===== config.mk =====
export PLATFORM = sky130hd
export DESIGN_NAME = gmd_div
export DESIGN_NICKNAME = d
export VERILOG_FILES = /design/src/design/assert_macros.svh /design/src/design/gmd_pkg.sv /design/src/design/gmd_div.sv
export SDC_FILE = /design/constraint.sdc
export NUM_CORES = 1
export LEC_CHECK = 0
export BUFFER_PORTS_ARGS = -buffer_cell sky130_fd_sc_hd__buf_2
export CORE_MARGIN = 10
export CORE_UTILIZATION = 25
export CTS_CLUSTER_SIZE = 10
export DETAILED_ROUTE_END_ITERATION = 10
export PLACE_DENSITY_LB_ADDON = 0.2
export SLEW_MARGIN = 30
export SYNTH_ARGS = -nofsm -noshare
export SYNTH_HDL_FRONTEND = slang
export SYNTH_SLANG_ARGS = --single-unit

===== constraint.sdc =====
create_clock -name clk -period 3 [get_ports clk]
set_clock_uncertainty 0.1 [all_clocks]
set_input_delay 0.9 -clock clk [delete_from_list [all_inputs] [get_ports clk]]
set_output_delay 0.9 -clock clk [all_outputs]
set_load 0.005 [all_outputs]

===== src/design/assert_macros.svh =====
// assertion macros used by the density core
// no dependencies; include once per compilation unit
`ifndef ASSERT_MACROS_SVH
`define ASSERT_MACROS_SVH

// same-cycle implication, reset masked
`define GMD_ASSERT_IMP(lbl, clk, rst_n, ante, cons, msg) \
    lbl: assert property (@(posedge clk) disable iff (!rst_n) (ante) |-> (cons)) \
        else $error(msg);

// next-cycle implication, reset masked
`define GMD_ASSERT_NXT(lbl, clk, rst_n, ante, cons, msg) \
    lbl: assert property (@(posedge clk) disable iff (!rst_n) (ante) |=> (cons)) \
        else $error(msg);

`endif


===== src/design/gmd_pkg.sv =====
// shared types, constants and the pow2 table builder for the mixture density core
// no dependencies
package gmd_pkg;

    localparam int MAX_COMPONENTS_DEF = 16;
    localparam int EXP_TABLE_BITS_DEF = 8;

    localparam logic [30:0] LOG2E_Q30 = 31'd1549082005;
    localparam logic [29:0] LN2_Q30   = 30'd744261118;
    localparam logic [21:0] T_LIMIT   = 22'h200000;

    localparam logic OP_EVAL = 1'b0;
    localparam logic OP_LOAD = 1'b1;

    typedef struct packed {
        logic [31:0] mean_x;
        logic [31:0] mean_y;
        logic [31:0] inv_sigma_x;
        logic [31:0] inv_sigma_y;
        logic [16:0] correlation;
        logic [31:0] peak_scale;
        logic [31:0] exponent_scale;
    } comp_t;

    typedef enum logic [1:0] {
        ST_IDLE,
        ST_ISSUE,
        ST_DRAIN,
        ST_DIVIDE
    } state_t;

    // q30 value of 2^(idx/2^bits), 21 term series; only called with constants
    function automatic logic [31:0] rom_entry(input int idx, input int bits);
        logic [63:0] z;
        logic [63:0] term;
        logic [63:0] sum;
        z = (64'(idx) * 64'(LN2_Q30)) >> bits;
        term = 64'd1 << 30;
        sum = term;
        for (int k = 1; k <= 20; k++)
        begin
            term = ((term * z) >> 30) / 64'(k);
            sum = sum + term;
        end
        return sum[31:0];
    endfunction

endpackage


===== src/design/gmd_div.sv =====
// radix-2 restoring divider, 64-bit dividend by a small count, one bit per cycle
// depends on gmd_pkg
module gmd_div
    import gmd_pkg::*;
#(
    parameter int KW = 5
)
(
    input  logic          clk,
    input  logic          rst_n,
    input  logic          start,
    input  logic [63:0]   dividend,
    input  logic [KW-1:0] divisor,
    output logic          done,
    output logic [63:0]   quotient
);

    logic          busy_reg, busy_next;
    logic          done_reg, done_next;
    logic [5:0]    cnt_reg, cnt_next;
    logic [63:0]   num_reg, num_next;
    logic [KW-1:0] rem_reg, rem_next;
    logic [KW-1:0] dvs_reg;
    logic [KW:0]   trial;
    logic          ge;

    always_comb
    begin
        trial = {rem_reg, num_reg[63]};
        ge = (trial >= {1'b0, dvs_reg});
        busy_next = busy_reg;
        done_next = 1'b0;
        cnt_next = cnt_reg;
        num_next = num_reg;
        rem_next = rem_reg;
        if (start)
        begin
            busy_next = 1'b1;
            cnt_next = '0;
            num_next = dividend;
            rem_next = '0;
        end
        else if (busy_reg)
        begin
            rem_next = ge ? KW'(trial - {1'b0, dvs_reg}) : KW'(trial);
            num_next = {num_reg[62:0], ge};
            cnt_next = cnt_reg + 6'd1;
            if (cnt_reg == 6'd63)
            begin
                busy_next = 1'b0;
                done_next = 1'b1;
            end
        end
    end

    always_ff @(posedge clk or negedge rst_n)
    begin
        if (!rst_n)
        begin
            busy_reg <= 1'b0;
            done_reg <= 1'b0;
            cnt_reg  <= '0;
        end
        else
        begin
            busy_reg <= busy_next;
            done_reg <= done_next;
            cnt_reg  <= cnt_next;
        end
    end

    always_ff @(posedge clk)
    begin
        num_reg <= num_next;
        rem_reg <= rem_next;
        if (start)
        begin
            dvs_reg <= divisor;
        end
    end

    assign done = done_reg;
    assign quotient = num_reg;

endmodule


==> results of run 1 <==
-- routing by layer --
layer | vias to the layer above | track usage [%]
li1 | 1158 | -
met5 | - | 0
met4 | 2 | 4.24
met2 | 107 | 14.5
met3 | 16 | 6.92
met1 | 1150 | 10.6
-- per-stage QoR --
step                      std cells  setup slack, ns  instance area, um^2  utilization [%]
after floorplan                 231           0.0572                 3660                -
after global placement          544            0.741                 4570             31.7
after detailed placement        544            0.676                 4570             31.7
after CTS                       560            0.671                 4830             33.5
after global routing            560            0.508                 4830             33.5
final                           561            0.660                 4830             33.5
-- path summary, 6_finish.rpt --
kind                                         start                       to  slack [ns]  depth (start not counted)
max reg2reg                 quotient[63]$_DFFE_PP_    quotient[0]$_DFFE_PP_        0.66                          8
min                                          rst_n       busy_reg$_DFF_PN0_        0.30                          1
max in group asynchronous                    rst_n   cnt_reg[4]$_DFFE_PN0P_        2.33                          1
min reg2reg                rem_reg[4]$_SDFFE_PP0P_  rem_reg[4]$_SDFFE_PP0P_        0.40                          1
max                         quotient[63]$_DFFE_PP_    quotient[0]$_DFFE_PP_        0.66                          8
min in group clk           rem_reg[4]$_SDFFE_PP0P_  rem_reg[4]$_SDFFE_PP0P_        0.40                          1
-- power by group --
part	leakage [nW]	internal [mW]	switching, mW
clock network	0.127	0.554	0.448
logic	1.07	0.290	0.271
registers	0.873	1.40	0.0836
total	2.07	2.24	0.803
-- cells by family after synthesis --
kind of cell / after synthesis
AO/OA/AOI/OAI: 18
AND/OR/NAND/NOR: 33
flip-flops: 82
buffers and inverters: 20
multiplexers: 65
adder cells (fa/ha/maj): 7
XOR/XNOR: 6
-- cell usage after synthesis, drive strengths merged (2+ instances only) --
| master | number | area (um^2) |
|---|---|---|
| buf | 10 | 50.1 |
| mux2 | 64 | 721 |
| nor2 | 11 | 41.3 |
| dfxtp | 5 | 100 |
| nand2 | 6 | 22.5 |
| dfrtp | 8 | 200 |
| nor4 | 2 | 12.5 |
| xor2 | 5 | 43.8 |
| nand3b | 2 | 15.0 |
| o211a | 2 | 20.0 |
| nand4 | 5 | 31.3 |
| a311o | 2 | 20.0 |
| a21oi | 2 | 10.0 |
| edfxtp | 69 | 2070 |
| inv | 9 | 33.8 |
| nor3b | 2 | 15.0 |
| o21ai | 4 | 23.8 |
| ha | 6 | 75.1 |
-- area by class of cell --
type / count / area share (%)
Inverter: 9 / 0.777
Sequential cell: 82 / 49.1
Multi-Input combinational cell: 129 / 24.9
Antenna cell: 1 / 0.0518
Tap cell: 184 / 4.76
Timing Repair Buffer: 140 / 15.0
Clock buffer: 10 / 4.74
Clock inverter: 6 / 0.699
==> metrics.txt, run 1 <==
EDFF count, synth=just under 70; post-synthesis mux area share=20.0%; clk_lat worst skew=about 0.34 ns; YS warnings=0; number of DRC markers in iteration 0=105; vias in the first global route=around 2,800; Netlist cell types=40; slowest stage delay, CP=0.42 ns; GRT overflow=0; pwr dens=around 630 nW/um^2; worst hold path type=input port to async pin; Total Power=~3.0 mW; cell area after synthesis=approximately 3700 um^2; hold_ws=approximately 0.3 ns; actual slew at the worst max-slew pin=approximately 0.58 ns; #FFs+latches synth=roughly 80; Compound-Gate Fraction of Synth Area=under 10%; Synth Flop Type=edfxtp_1; Worst Path Arrival=roughly 2.3 ns; crit-path max FO=4; Area Growth Syn to Fin=32.1%; register area=roughly 2400 um^2; die area=19,900 um^2; largest family of logic cells by synthesized area=multiplexers; most common cell after layout, fill and taps aside=buf_2; DR top layer=met5; syn nets=between 300 and 400; initial core utilization=25.4%; setup violators final=0; MaxCap Viol Count=0; Final Hold Fails=0; GPL Wtd Cong=0.838; core area=approximately 14,000 um^2; worst path buffer plus inverter count=2; Worst Setup Start Kind=register; Slew HR=61.3%; Post-Route WL=around 9.6 mm; critical path cell sequence=inv_1 -> ha_1 -> inv_1 -> fa_1 -> a211o_1 -> o211ai_1 -> nand3_2 -> mux2_2; DRC Markers=0; outcome=complete, no violations; CP max stage cell=fa_1; clock root buffer=clkbuf_16; leakage dissipation=2.07 nW; Reg clk slew, reported paths=approximately 0.060 ns; Final #Nets=450; I/O Buffers=between 100 and 150; Final HPWL DP=7.02 mm; Post-Synth XOR/XNOR Area=under 10%; CTS Hold Bufs=0; area of the multi-input gates=1200 um^2; fin crit period=about 2.3 ns; simple logic cell fraction of the synthesized area=roughly 4.7%; Die Ht=141 um; delay-heaviest family, CP=adder cells; initial antenna violation count=2; DR pass1 iterations=4; peak supply drop=0.312 mV; met2 wire length=about 4.2 mm; Async SR Flop Fraction=under 10%; share of cells above drive strength 1=between 50% and 60%; metal3 WL=around 1.3 mm; global-route wire length before repair=15.2 mm; Syn Area/Cell=around 16 um^2; Resized cells post-CTS=0; max reg flops=64; TritonCTS clock tree=yes; register area share after synthesis=between 60% and 70%; Pins Over Slew Limit=0; Sink Count=a little over 80; Inserted Clock Buffers=9; Max clock buf depth=2; Top cell by count, worst path=inv_1; I/O Pins=between 100 and 150; setup tns final=0 ns; Crit Path Class=register to register; WL per Instance=about 17 um; Cells after Synth=around 230; number of nets with antenna violations after detailed routing=0; largest net degree at the start of global routing=52; vias per std cell=4.34; Post-Synth Adder-Cell Area=about 2.6%; RSZ-0062 raised after global routing=false; total track usage=around a tenth; Die Wd=~140 um; fin crit share=between 70% and 80%; # Post-CTS Setup Buffers=0; H-tree depth=3; Via Count=2,433; CP Data Required Time=around 3 ns; DRT met1 WL=approximately 3.8 mm; Critical Path Sink Type=register; Max Fclk=427 MHz; commonest non-fill, non-tap cells in the layout=buf_2 (135), edfxtp_1 (69), mux2_2 (42), mux2_1 (22), nor2_1 (10); row cnt=44; fill count=around 1,500
Power figures use the tool's default switching activity.
==> inputs of run 2 (changes only) <==
- clock period: 3 -> 2.4 ns (I/O delays scaled with it)
==> run 2 against run 1 <==
Final cell count did not move; global-route usage decreased by 0.34 points; combinational power rose by 25%; die area is the same; non-clock buffer count up 1; sequential power up 25%; routed wire length down 2.8%; clock power rose by 22%; critical endpoint unchanged; largest cell class unchanged.
==> metrics.txt, run 2 (same netlist as run 1, synthesis figures left out) <==
Via Count=2,451 (+0.74%); setup tns final=0 ns (unchanged); register-to-register setup slack=0.09 ns (-0.57 ns); Setup crit start=quotient[63]$_DFFE_PP_; RSZ-0062 raised after global routing=false; CP Depth=8 (unchanged); # Post-CTS Setup Buffers=0 (unchanged); Final HPWL DP=6.96 mm (-0.83%); CP Data Required Time=2.38 ns (-0.61 ns); Worst Setup Start Kind=register; Final #Nets=451 (+0.22%); Area Growth Syn to Fin=32.4%; Worst Path Arrival=2.30 ns (-0.03 ns); crit-path max FO=4 (unchanged); register area=2370 um^2 (unchanged); share of cells above drive strength 1=52.8% (-0.94 points); WL per Instance=16.6 um (-2.8%); Reg clk slew, reported paths=0.06 ns (about the same); GRT overflow=0 (unchanged); row cnt=44 (unchanged); initial core utilization=25.4% (unchanged); CP max stage cell=fa_1; fin crit share=96.3% (+18 points); most common cell after layout, fill and taps aside=buf_2; number of nets with antenna violations after detailed routing=0 (unchanged); worst path buffer plus inverter count=2 (unchanged); Sink Count=82 (unchanged); DP Cell Count=545 (+0.18%); pwr dens=778 nW/um^2 (+24%); GPL Wtd Cong=0.734 (-12%); reg2reg path depth=8 (unchanged); Die Ht=141 um (unchanged); outcome=complete, no violations; Non-Filler Instances=561 (unchanged); largest net degree at the start of global routing=53 (+1.9%); area of the multi-input gates=1210 um^2 (+0.42%); CTS Hold Bufs=0 (unchanged); leakage dissipation=2.07 nW (+0.13%); DR pass1 iterations=4 (unchanged); Slew HR=59.2% (-2.1 points); Critical Path Sink Type=register; actual slew at the worst max-slew pin=0.612 ns (+0.0310 ns); Max Fclk=433 MHz (+1.2%); MaxCap Viol Count=0 (unchanged); n_diodes=0 (-1); critical path cell sequence=inv_1 -> ha_1 -> inv_1 -> fa_1 -> a211o_1 -> o211ai_1 -> nand3_2 -> mux2_2; Resized cells post-CTS=0 (unchanged); peak supply drop=0.428 mV (+37%); H-tree depth=3 (unchanged); Max clock buf depth=2 (unchanged); Crit Path Class=register to register; Pins Over Slew Limit=0 (unchanged); TritonCTS clock tree=yes; slowest stage delay, CP=0.42 ns (about the same); number of DRC markers in iteration 0=68 (-35%); Post-Route WL=9.29 mm (-2.8%); global-route wire length before repair=14.7 mm (-3.8%); vias in the first global route=2,727 (-2.6%); total track usage=9.47% (-0.34 points); clock root buffer=clkbuf_16; die area=19,900 um^2 (unchanged); setup violators final=0 (unchanged); Inserted Clock Buffers=9 (unchanged); CP Capture Point=quotient[0]$_DFFE_PP_; core area=14,400 um^2 (unchanged); delay-heaviest family, CP=adder cells; Die Wd=141 um (unchanged); fill count=1,481 (+0.68%); fin crit period=2.31 ns (-0.0279 ns); DRC Markers=0 (unchanged); Reg2Reg Launch Point=quotient[63]$_DFFE_PP_; initial antenna violation count=2 (unchanged); I/O Buffers=136 (unchanged); worst hold path type=input port to async pin; commonest non-fill, non-tap cells in the layout=buf_2 (135), edfxtp_1 (69), mux2_2 (42), mux2_1 (22), nor2_1 (10); I/O Pins=137 (unchanged); Final Hold Fails=0 (unchanged); clk_lat worst skew=0.33 ns (about the same); reg2reg end=quotient[0]$_DFFE_PP_; Top cell by count, worst path=inv_1; max reg flops=64 (unchanged); vias per std cell=4.37 (+0.74%)
==> run 2: how the worst min path moves through the flow <==
stage	from	to	slack, ns	cells after the start
3_3_place_gp	rem_reg[4]$_SDFFE_PP0P_	rem_reg[4]$_SDFFE_PP0P_	0.38	1
2_1_floorplan	rst_n	busy_reg$_DFF_PN0_	0.32	0
6_report	rst_n	cnt_reg[0]$_DFFE_PN0P_	0.12	1
5_1_grt	rst_n	cnt_reg[1]$_DFFE_PN0P_	0.11	1
4_1_cts	rst_n	cnt_reg[3]$_DFFE_PN0P_	0.10	1
3_5_place_dp	rem_reg[4]$_SDFFE_PP0P_	rem_reg[4]$_SDFFE_PP0P_	0.39	1
==> run 2: power by group <==
part | internal (mW) | leakage (nW) | switching [mW]
clock | 0.700 | 0.120 | 0.520
combinational | 0.368 | 1.08 | 0.331
sequential | 1.75 | 0.873 | 0.105
==> run 2: layout make-up <==
type,instances,area share [%]
Multi-Input combinational cell,129,24.9
Tap cell,184,4.75
Clock inverter,1,0.0775
Clock buffer,15,5.11
Inverter,9,0.775
Timing Repair Buffer,141,15.4
Sequential cell,82,49.0
==> run 2: worst reg2reg max path, stage by stage, from the launching register on <==
cell      delay (ns)
edfxtp_1        0.40
inv_1           0.07
ha_1            0.16
inv_1           0.05
fa_1            0.42
a211o_1         0.30
o211ai_1        0.13
nand3_2         0.14
mux2_2          0.29
==> run 2: routing by layer <==
metal  GRT usage, %  vias up  wire (um)
met5              0        -         34
met3           7.39       11       1260
met4           2.61        4        100
met2           14.0      102       4140
met1           10.3     1171       3760
li1               -     1163          -
==> run 2: metrics by stage <==
step           util [%]  area, um^2  worst slack (ns)  hold WS, ns  total power [mW]
6_report           33.6        4840            0.0879        0.120              3.77
3_5_place_dp       31.8        4590             0.109        0.393              2.59
5_1_grt            33.6        4840           0.00513        0.108              4.01
2_1_floorplan         -        3690            -0.242        0.324              2.27
3_3_place_gp       31.8        4590             0.143        0.381              2.59
4_1_cts            33.6        4840            0.0799        0.102              3.86
