--- src/design/assert_macros.svh ---
// assertion macros used by the density core
// no dependencies; include once per compilation unit
`ifndef ASSERT_MACROS_SVH
`define ASSERT_MACROS_SVH

// same-cycle implication, reset masked
`define GMD_ASSERT_IMP(lbl, clk, rst_n, ante, cons, msg) \
    lbl: assert property (@(posedge clk) disable iff (!rst_n) (ante) |-> (cons)) \
        else $error(msg);

// next-cycle implication, reset masked
`define GMD_ASSERT_NXT(lbl, clk, rst_n, ante, cons, msg) \
    lbl: assert property (@(posedge clk) disable iff (!rst_n) (ante) |=> (cons)) \
        else $error(msg);

`endif

--- src/design/gmd_pkg.sv ---
// shared types, constants and the pow2 table builder for the mixture density core
// no dependencies
package gmd_pkg;

    localparam int MAX_COMPONENTS_DEF = 16;
    localparam int EXP_TABLE_BITS_DEF = 8;

    localparam logic [30:0] LOG2E_Q30 = 31'd1549082005;
    localparam logic [29:0] LN2_Q30   = 30'd744261118;
    localparam logic [21:0] T_LIMIT   = 22'h200000;

    localparam logic OP_EVAL = 1'b0;
    localparam logic OP_LOAD = 1'b1;

    typedef struct packed {
        logic [31:0] mean_x;
        logic [31:0] mean_y;
        logic [31:0] inv_sigma_x;
        logic [31:0] inv_sigma_y;
        logic [16:0] correlation;
        logic [31:0] peak_scale;
        logic [31:0] exponent_scale;
    } comp_t;

    typedef enum logic [1:0] {
        ST_IDLE,
        ST_ISSUE,
        ST_DRAIN,
        ST_DIVIDE
    } state_t;

    // q30 value of 2^(idx/2^bits), 21 term series; only called with constants
    function automatic logic [31:0] rom_entry(input int idx, input int bits);
        logic [63:0] z;
        logic [63:0] term;
        logic [63:0] sum;
        z = (64'(idx) * 64'(LN2_Q30)) >> bits;
        term = 64'd1 << 30;
        sum = term;
        for (int k = 1; k <= 20; k++)
        begin
            term = ((term * z) >> 30) / 64'(k);
            sum = sum + term;
        end
        return sum[31:0];
    endfunction

endpackage

--- src/design/gmd_cell.sv ---
// one component slot of the rotating chain
// depends on gmd_pkg
module gmd_cell
    import gmd_pkg::*;
(
    input  logic  clk,
    input  logic  shift,
    input  comp_t from_next,
    input  logic  load,
    input  comp_t load_data,
    output comp_t comp
);

    comp_t comp_reg;

    always_ff @(posedge clk)
    begin
        priority if (load)
        begin
            comp_reg <= load_data;
        end
        else if (shift)
        begin
            comp_reg <= from_next;
        end
        else
        begin
            comp_reg <= comp_reg;
        end
    end

    assign comp = comp_reg;

endmodule

--- config.mk ---
export PLATFORM = sky130hd
export DESIGN_NAME = gmd_cell
export DESIGN_NICKNAME = d
export VERILOG_FILES = /design/src/design/assert_macros.svh /design/src/design/gmd_pkg.sv /design/src/design/gmd_cell.sv
export SDC_FILE = /design/constraint.sdc
export NUM_CORES = 1
export LEC_CHECK = 0
export ABC_CLOCK_PERIOD_IN_PS = 7120
export BUFFER_PORTS_ARGS = -buffer_cell sky130_fd_sc_hd__buf_2
export CAP_MARGIN = 25
export CORE_AREA = 8 8 242 244
export DETAILED_ROUTE_END_ITERATION = 10
export DIE_AREA = 0 0 250 252
export MAX_ROUTING_LAYER = met4
export PLACE_DENSITY = 0.45
export SKIP_CTS_REPAIR_TIMING = 1
export SLEW_MARGIN = 0
export SYNTH_ARGS = -nofsm -noshare
export SYNTH_HDL_FRONTEND = slang
export SYNTH_SLANG_ARGS = --single-unit
--- constraint.sdc ---
create_clock -name clk -period 7.12 [get_ports clk]
set_clock_uncertainty 0.05 [all_clocks]
set_input_delay 0.712 -clock clk [delete_from_list [all_inputs] [get_ports clk]]
set_output_delay 0.712 -clock clk [all_outputs]
set_load 0.02 [all_outputs]
==> impl.org, run 1 <==
** Floorplanning
- In this run the horizontal extent of the chip is 250 µm.
- After floorplanning, the core was divided into 86 placement rows.
- Pin placement for this block handled 630 I/O pins.
- Placeable core region :: 54,700 µm²
- The initial utilization of the core area, before any placement, comes to 0.163.
- The floorplan step set the die height to 252 µm.
- The die covers roughly 63,000 µm².

** Logic synthesis
- Number of synthesis warnings :: 0
- After synthesis the netlist holds a flip-flop and latch count of 209.
- The commonest cells after synthesis are 209 x sky130_fd_sc_hd__edfxtp_1, 209 x sky130_fd_sc_hd__mux2_2, 22 x sky130_fd_sc_hd__buf_6, 1 x sky130_fd_sc_hd__buf_2, 1 x sky130_fd_sc_hd__or2_2.
- The share of synthesized area in the top cell type comes to 0.706.
- In the synthesized netlist the dominant register cell turns out to be sky130_fd_sc_hd__edfxtp_1.
- Area contributors post-synth :: sky130_fd_sc_hd__edfxtp_1 71%, sky130_fd_sc_hd__mux2_2 26%, sky130_fd_sc_hd__buf_6 2.8%
- Netlist Area Pre-Place :: 8890 µm²
- Post-Syn Nets :: 863
- Sequential fraction of the synthesis area :: 0.706
- Yosys mapped a number of flops with a built-in enable equal to 209.
- After technology mapping, the gate count stands at roughly 440.
- Unique masters post-synth :: 5
- Of all cell types, the one taking the most synthesized area is sky130_fd_sc_hd__edfxtp_1.
- Dividing the synthesized area by the synthesized cell count gives 20.1 µm².
- Share of synthesized registers carrying an async set or reset :: 0

** Route
- Post-detailed-route wirelength per cell :: 19.1 µm
- For this run, design rule violations remaining after detail routing come to 0.
- The routed design has 34.5 mm of wire.
- DR pass1 iterations :: 4
- The detailed router finished its first iteration with 236 violations.
- Once detail routing completed, the nets flagged for antenna violations numbered 0.
- The final route contains 6,500 vias.
- Via-per-instance ratio :: around 3.6

** Min path
- Class of the most critical hold timing path :: in -> reg

** Clock tree
- The clock passes through at most 3 buffers.
- Root Buffer Master :: sky130_fd_sc_hd__clkbuf_16
- Clock slew seen by the registers of the worst setup and hold paths :: 0.06 ns
- CTS Buf Count :: 26
- Number of levels in the clock H-tree :: 1
- TritonCTS built the clock tree.
- The clock drives 209 sinks.

** Pwr
- Net Sw Power :: 0.914 mW
- Cell internal power was estimated by the tool at 2.49 mW.
- Of the total power, the share spent switching nets is 0.268.
- The design draws approximately 3.4 mW.
- Clock Power Share :: 0.367
- The share of total power dissipated in sequential elements is 0.456.
- Leak :: 5.84 nW
- VDD sags by at most 152 µV.
- The share of total power dissipated in combinational logic is 0.177.
- Dividing total power by cell area gives a power density of 252 nW/µm².

** Worst setup path
- STA puts the critical path data required time at 7.23 ns.
- Type of destination of the critical path :: register
- Among all stages on the critical path, the largest delay is contributed by sky130_fd_sc_hd__buf_4.
- In this run the worst path has a maximum fanout of 91.
- Setup Crit Path Kind :: in -> reg
- Slowest stage delay, CP :: about 0.78 ns
- STA classifies the critical path startpoint as an input port.
- The critical path goes through clkbuf_8 > or2_4 > buf_4.
- For the worst setup path, the data arrival time is 2.80 ns.

** Layout
- Area Growth Syn to Fin :: 52.2%
- Nets@finish :: 1,500
- Max FFs per register :: 209
- Final core occ :: 0.247
- Of the cells placed in the final design, the portion with a size suffix greater than 1 is 0.796.

** Timing
- Sum of negative setup slack :: 0 ns
- Worst hold slack after final layout :: 0.415 ns
- In the finished design, the share of the clock period the worst path needs comes to 0.378.
- Unrepaired setup endpoints after global routing :: false
- For this run, the top clock speed supported by timing is between 300 and 400 MHz.
- Count of endpoints failing hold in the final timing report :: 0
- Number of max-slew violations in the final report :: 0
- Worst rel slew slack :: 0.343
- Fin crit period :: 2.69 ns
- For the pin with the worst max-slew slack, the measured transition is 0.986 ns.
- Setup violations remaining at the end of the flow were counted as 0.

** Flow run
- Max-cap violations in this run came to 0.

** GRT
- Across every metal layer, demand over resource in global routing totals 0.104.
- The total overflow left after global routing is 0.
- Wire length of the first global-routing pass :: 47.9 mm
- The via count of the first global-routing pass was 7,232.
- Maximum number of pins on one net before global-route repair :: roughly 120
- The initial antenna violation count is 8.

** Place
- At the end of routability-driven placement, the weighted congestion stood at 0.852.
- Post-DP HPWL :: 27.4 mm
- Count of buffers from port buffering :: 629

** Status
- The flow ran to the end, and the final reports show no timing, DRC or antenna violations.
-- cell type report --
cell class,count,area (µm²)
antenna,5,12.5
timing repair buffer,632,3200
fill,5782,41100
clock inverter,13,85.1
tap,704,881
sequential,209,6280
multi-input combinational,210,2360
clock buffer,35,706
-- path summary, 6_finish.rpt --
path,start,to,slack [ns],depth (start not counted)
worst min-delay path,load_data[113],comp[113],0.42,2
worst max-delay path,load,comp[63],4.43,3
-- cell usage in the layout (no fill, tap or decap) --
cell	n
sky130_fd_sc_hd__buf_2	628
sky130_fd_sc_hd__mux2_2	209
sky130_fd_sc_hd__edfxtp_1	209
sky130_fd_sc_hd__clkbuf_16	27
sky130_fd_sc_hd__clkbuf_1	8
sky130_fd_sc_hd__clkinv_1	7
sky130_fd_sc_hd__diode_2	5
sky130_fd_sc_hd__clkinv_2	4
sky130_fd_sc_hd__buf_12	2
sky130_fd_sc_hd__or2_4	1
sky130_fd_sc_hd__clkinv_4	1
sky130_fd_sc_hd__bufinv_16	1
sky130_fd_sc_hd__clkbuf_8	1
sky130_fd_sc_hd__buf_4	1
-- per-stage QoR --
| step | instances | cell area, µm² | setup WS (ns) |
|---|---|---|---|
| floorplan | 442 | 8890 | 3.05 |
| global placement | 1755 | 12700 | 3.85 |
| detailed placement | 1755 | 12700 | 3.79 |
| CTS | 1803 | 13500 | 4.40 |
| global route | 1807 | 13500 | 4.26 |
| finish | 1808 | 13500 | 4.43 |
-- power groups by stage --
stage | Clock, mW | Sequential (mW) | Combinational (mW)
5_1_grt | 1.35 | 1.57 | 0.645
3_5_place_dp | 0 | 1.58 | 0.618
4_1_cts | 1.32 | 1.56 | 0.619
6_report | 1.25 | 1.55 | 0.604
3_3_place_gp | 0 | 1.58 | 0.619
2_1_floorplan | 0 | 1.76 | 0.143
-- critical path: cells and delay by family --
kind / cells / cell delay (ns)
buffers and inverters: 2 / 1.28
AND/OR/NAND/NOR: 1 / 0.63
-- cells by family (layout without fill, tap and decap cells) --
group,Yosys count,count (layout),share of synthesized area
simple gates,1,1,0.000704
other cells,0,5,0
buf+inv,23,680,0.0284
mux,209,209,0.265
flops,209,209,0.706
-- routing by layer --
| metal | routed length (µm) | global-route usage |
|---|---|---|
| met4 | 1120 | 0.0354 |
| met1 | 12500 | 0.104 |
| met2 | 17700 | 0.183 |
| met5 | 0 | - |
| met3 | 3140 | 0.0413 |
No activity file was read; power rests on OpenSTA's default activity.
==> run 2, diff against run 1 <==
ABC_CLOCK_PERIOD_IN_PS = 2600   (was 7120)
CORE_AREA = 8 8 239 241   (was 8 8 242 244)
DIE_AREA = 0 0 247 249   (was 0 0 250 252)
PLACE_DENSITY = 0.46   (was 0.45)
clock period = 2.6 ns   (was 7.12 ns; I/O delays follow)
==> impl.org, run 2 <==
** Logic synthesis
- Netlist Area Pre-Place :: 8890 µm² (unchanged)
- Predominant post-synthesis flop cell :: sky130_fd_sc_hd__edfxtp_1
- The post-synthesis average cell area was 20.1 µm² (unchanged).
- The distinct cell type count after synthesis was 5 (unchanged).
- Share of synthesized registers carrying an async set or reset :: 0 (unchanged)
- By area the synthesized netlist is led by sky130_fd_sc_hd__edfxtp_1 71%, sky130_fd_sc_hd__mux2_2 26%, sky130_fd_sc_hd__buf_6 2.8%.
- Gate count after technology mapping :: 442 (unchanged)
- The number of synthesized flops with an enable pin came to 209 (unchanged).
- Number of synthesis warnings :: 0 (unchanged)
- The net count after synthesis is 863 (unchanged).
- sky130_fd_sc_hd__edfxtp_1 takes more of the synthesized area than any other cell.
- Post-synth top cells :: 209 x sky130_fd_sc_hd__edfxtp_1, 209 x sky130_fd_sc_hd__mux2_2, 22 x sky130_fd_sc_hd__buf_6, 1 x sky130_fd_sc_hd__buf_2, 1 x sky130_fd_sc_hd__or2_2
- Area share of the leading cell type in the synthesized netlist :: 0.706 (unchanged)
- Count of state elements after synthesis :: 209 (unchanged)
- Sequential fraction of the synthesis area :: 0.706 (unchanged)

** Floorplanning
- Die width :: 247 µm (-1.2%)
- The top-level port count was 630 (unchanged).
- The initial core utilization was 0.167 (+0.00421).
- The number of rows in the core area is 85 (-1.2%).
- The y dimension of the die was 249 µm (-1.2%).

** Status
- Outcome :: did not finish
- The first error in the log reads "[ERROR RSZ-0060] Max buffer count reached".
- Progress stopped at 5_1_grt.

** Place
- The detailed-placement wirelength estimate was 27.8 mm (+1.6%).
- The total placed instance area was 12,900 µm² (+1.5%).
- The number of port buffers was 629 (unchanged).
- The total placed cells including tap cells was 1,767 (+0.68%).
- The final weighted congestion in routability-driven placement came to 0.808 (-5.2%).

** Clock tree
- The number of CTS-inserted buffers was 25 (-3.8%).
- Number of buffers on the longest clock path :: 3 (unchanged)
- CTS placed an instance of sky130_fd_sc_hd__clkbuf_16 at the clock tree root.
- The total clock sinks is 209 (unchanged).
- Number of levels in the clock H-tree :: 1 (unchanged)

** GRT
- Maximum number of pins on one net before global-route repair :: 81
==> run 2: cell counts after synthesis <==
Identical to the previous run, type by type.
==> run 2: cell families after synthesis <==
kind of cell	count (synthesis)	synth area share
flip-flops	209	0.706
AND/OR/NAND/NOR	1	0.000704
multiplexers	209	0.265
buffers and inverters	23	0.0284
==> run 2: per-stage QoR <==
step / utilization / setup slack, ns / hold slack, ns
2_1_floorplan: - / 0.0355 / 0.430
3_3_place_gp: 0.242 / 0.787 / 0.511
3_5_place_dp: 0.242 / 0.779 / 0.514
4_1_cts: 0.256 / 0.972 / -0.0746
==> run 3, diff against run 2 <==
CORE_AREA = 8 8 241 243   (was 8 8 239 241)
DIE_AREA = 0 0 249 251   (was 0 0 247 249)
MAX_ROUTING_LAYER = not set   (was met4)
PLACE_DENSITY = not set   (was 0.46)
PLACE_DENSITY_LB_ADDON = 0.15   (was not set)
==> impl.org, run 3 <==
** Floorplanning
- The number of rows in the core area was 86 (+1.2%).
- The y dimension of the die is 251 µm (+0.80%).
- I/O Pins :: 630 (unchanged)
- Starting density of the core :: 0.164 (-0.00325)
- The die width came to 249 µm (+0.81%).

** Logic synthesis
- Post-synth top cells :: 209 x sky130_fd_sc_hd__edfxtp_1, 209 x sky130_fd_sc_hd__mux2_2, 22 x sky130_fd_sc_hd__buf_6, 1 x sky130_fd_sc_hd__buf_2, 1 x sky130_fd_sc_hd__or2_2
- The instance count of the mapped netlist is 442 (unchanged).
- Area contributors post-synth :: sky130_fd_sc_hd__edfxtp_1 71%, sky130_fd_sc_hd__mux2_2 26%, sky130_fd_sc_hd__buf_6 2.8%
- The post-synthesis average cell area is 20.1 µm² (unchanged).
- Predominant post-synthesis flop cell :: sky130_fd_sc_hd__edfxtp_1
- Area share of the leading cell type in the synthesized netlist :: 0.706 (unchanged)
- Unique masters post-synth :: 5 (unchanged)
- Number of synthesis warnings :: 0 (unchanged)
- The net count after synthesis came to 863 (unchanged).
- The synthesized cell area came to 8890 µm² (unchanged).
- Of all cell types, the one taking the most synthesized area is sky130_fd_sc_hd__edfxtp_1.
- Sequential fraction of the synthesis area :: 0.706 (unchanged)
- The number of synthesized flops with an enable pin came to 209 (unchanged).
- Count of state elements after synthesis :: 209 (unchanged)
- The async set or reset register ratio after synthesis came to 0 (unchanged).

** Place
- The total placed cells including tap cells came to 1,773 (+0.34%).
- The detailed-placement wirelength estimate was 28.6 mm (+2.9%).
- RePlAce Congestion :: 0.735 (-9.1%)
- The number of port buffers came to 629 (unchanged).

** Clock tree
- Number of buffers on the longest clock path :: 3 (unchanged)
- The root buffer cell chosen for the clock tree is sky130_fd_sc_hd__clkbuf_16.
- Sinks on the clock net :: 209 (unchanged)
- Number of levels in the clock H-tree :: 1 (unchanged)
- The number of CTS-inserted buffers came to 27 (+8.0%).

** Status
- It got as far as 5_1_grt and failed there.
- Outcome :: did not finish
- The tool reported: "[ERROR RSZ-0060] Max buffer count reached".

** GRT
- Entering global routing, the biggest net connects 59 pins.
run 3: cell families after synthesis:
kind of cell | synth area share
multiplexers | 0.265
buffers and inverters | 0.0284
AND/OR/NAND/NOR | 0.000704
flip-flops | 0.706
run 3: per-stage QoR:
| stage | util | setup WS (ns) | cell area, µm² | hold WS, ns |
|---|---|---|---|---|
| after global placement | 0.238 | 0.801 | 13000 | 0.513 |
| after CTS | 0.253 | 1.03 | 13700 | -0.0902 |
| after detailed placement | 0.238 | 0.781 | 13000 | 0.514 |
| after floorplan | - | 0.0355 | 8890 | 0.430 |
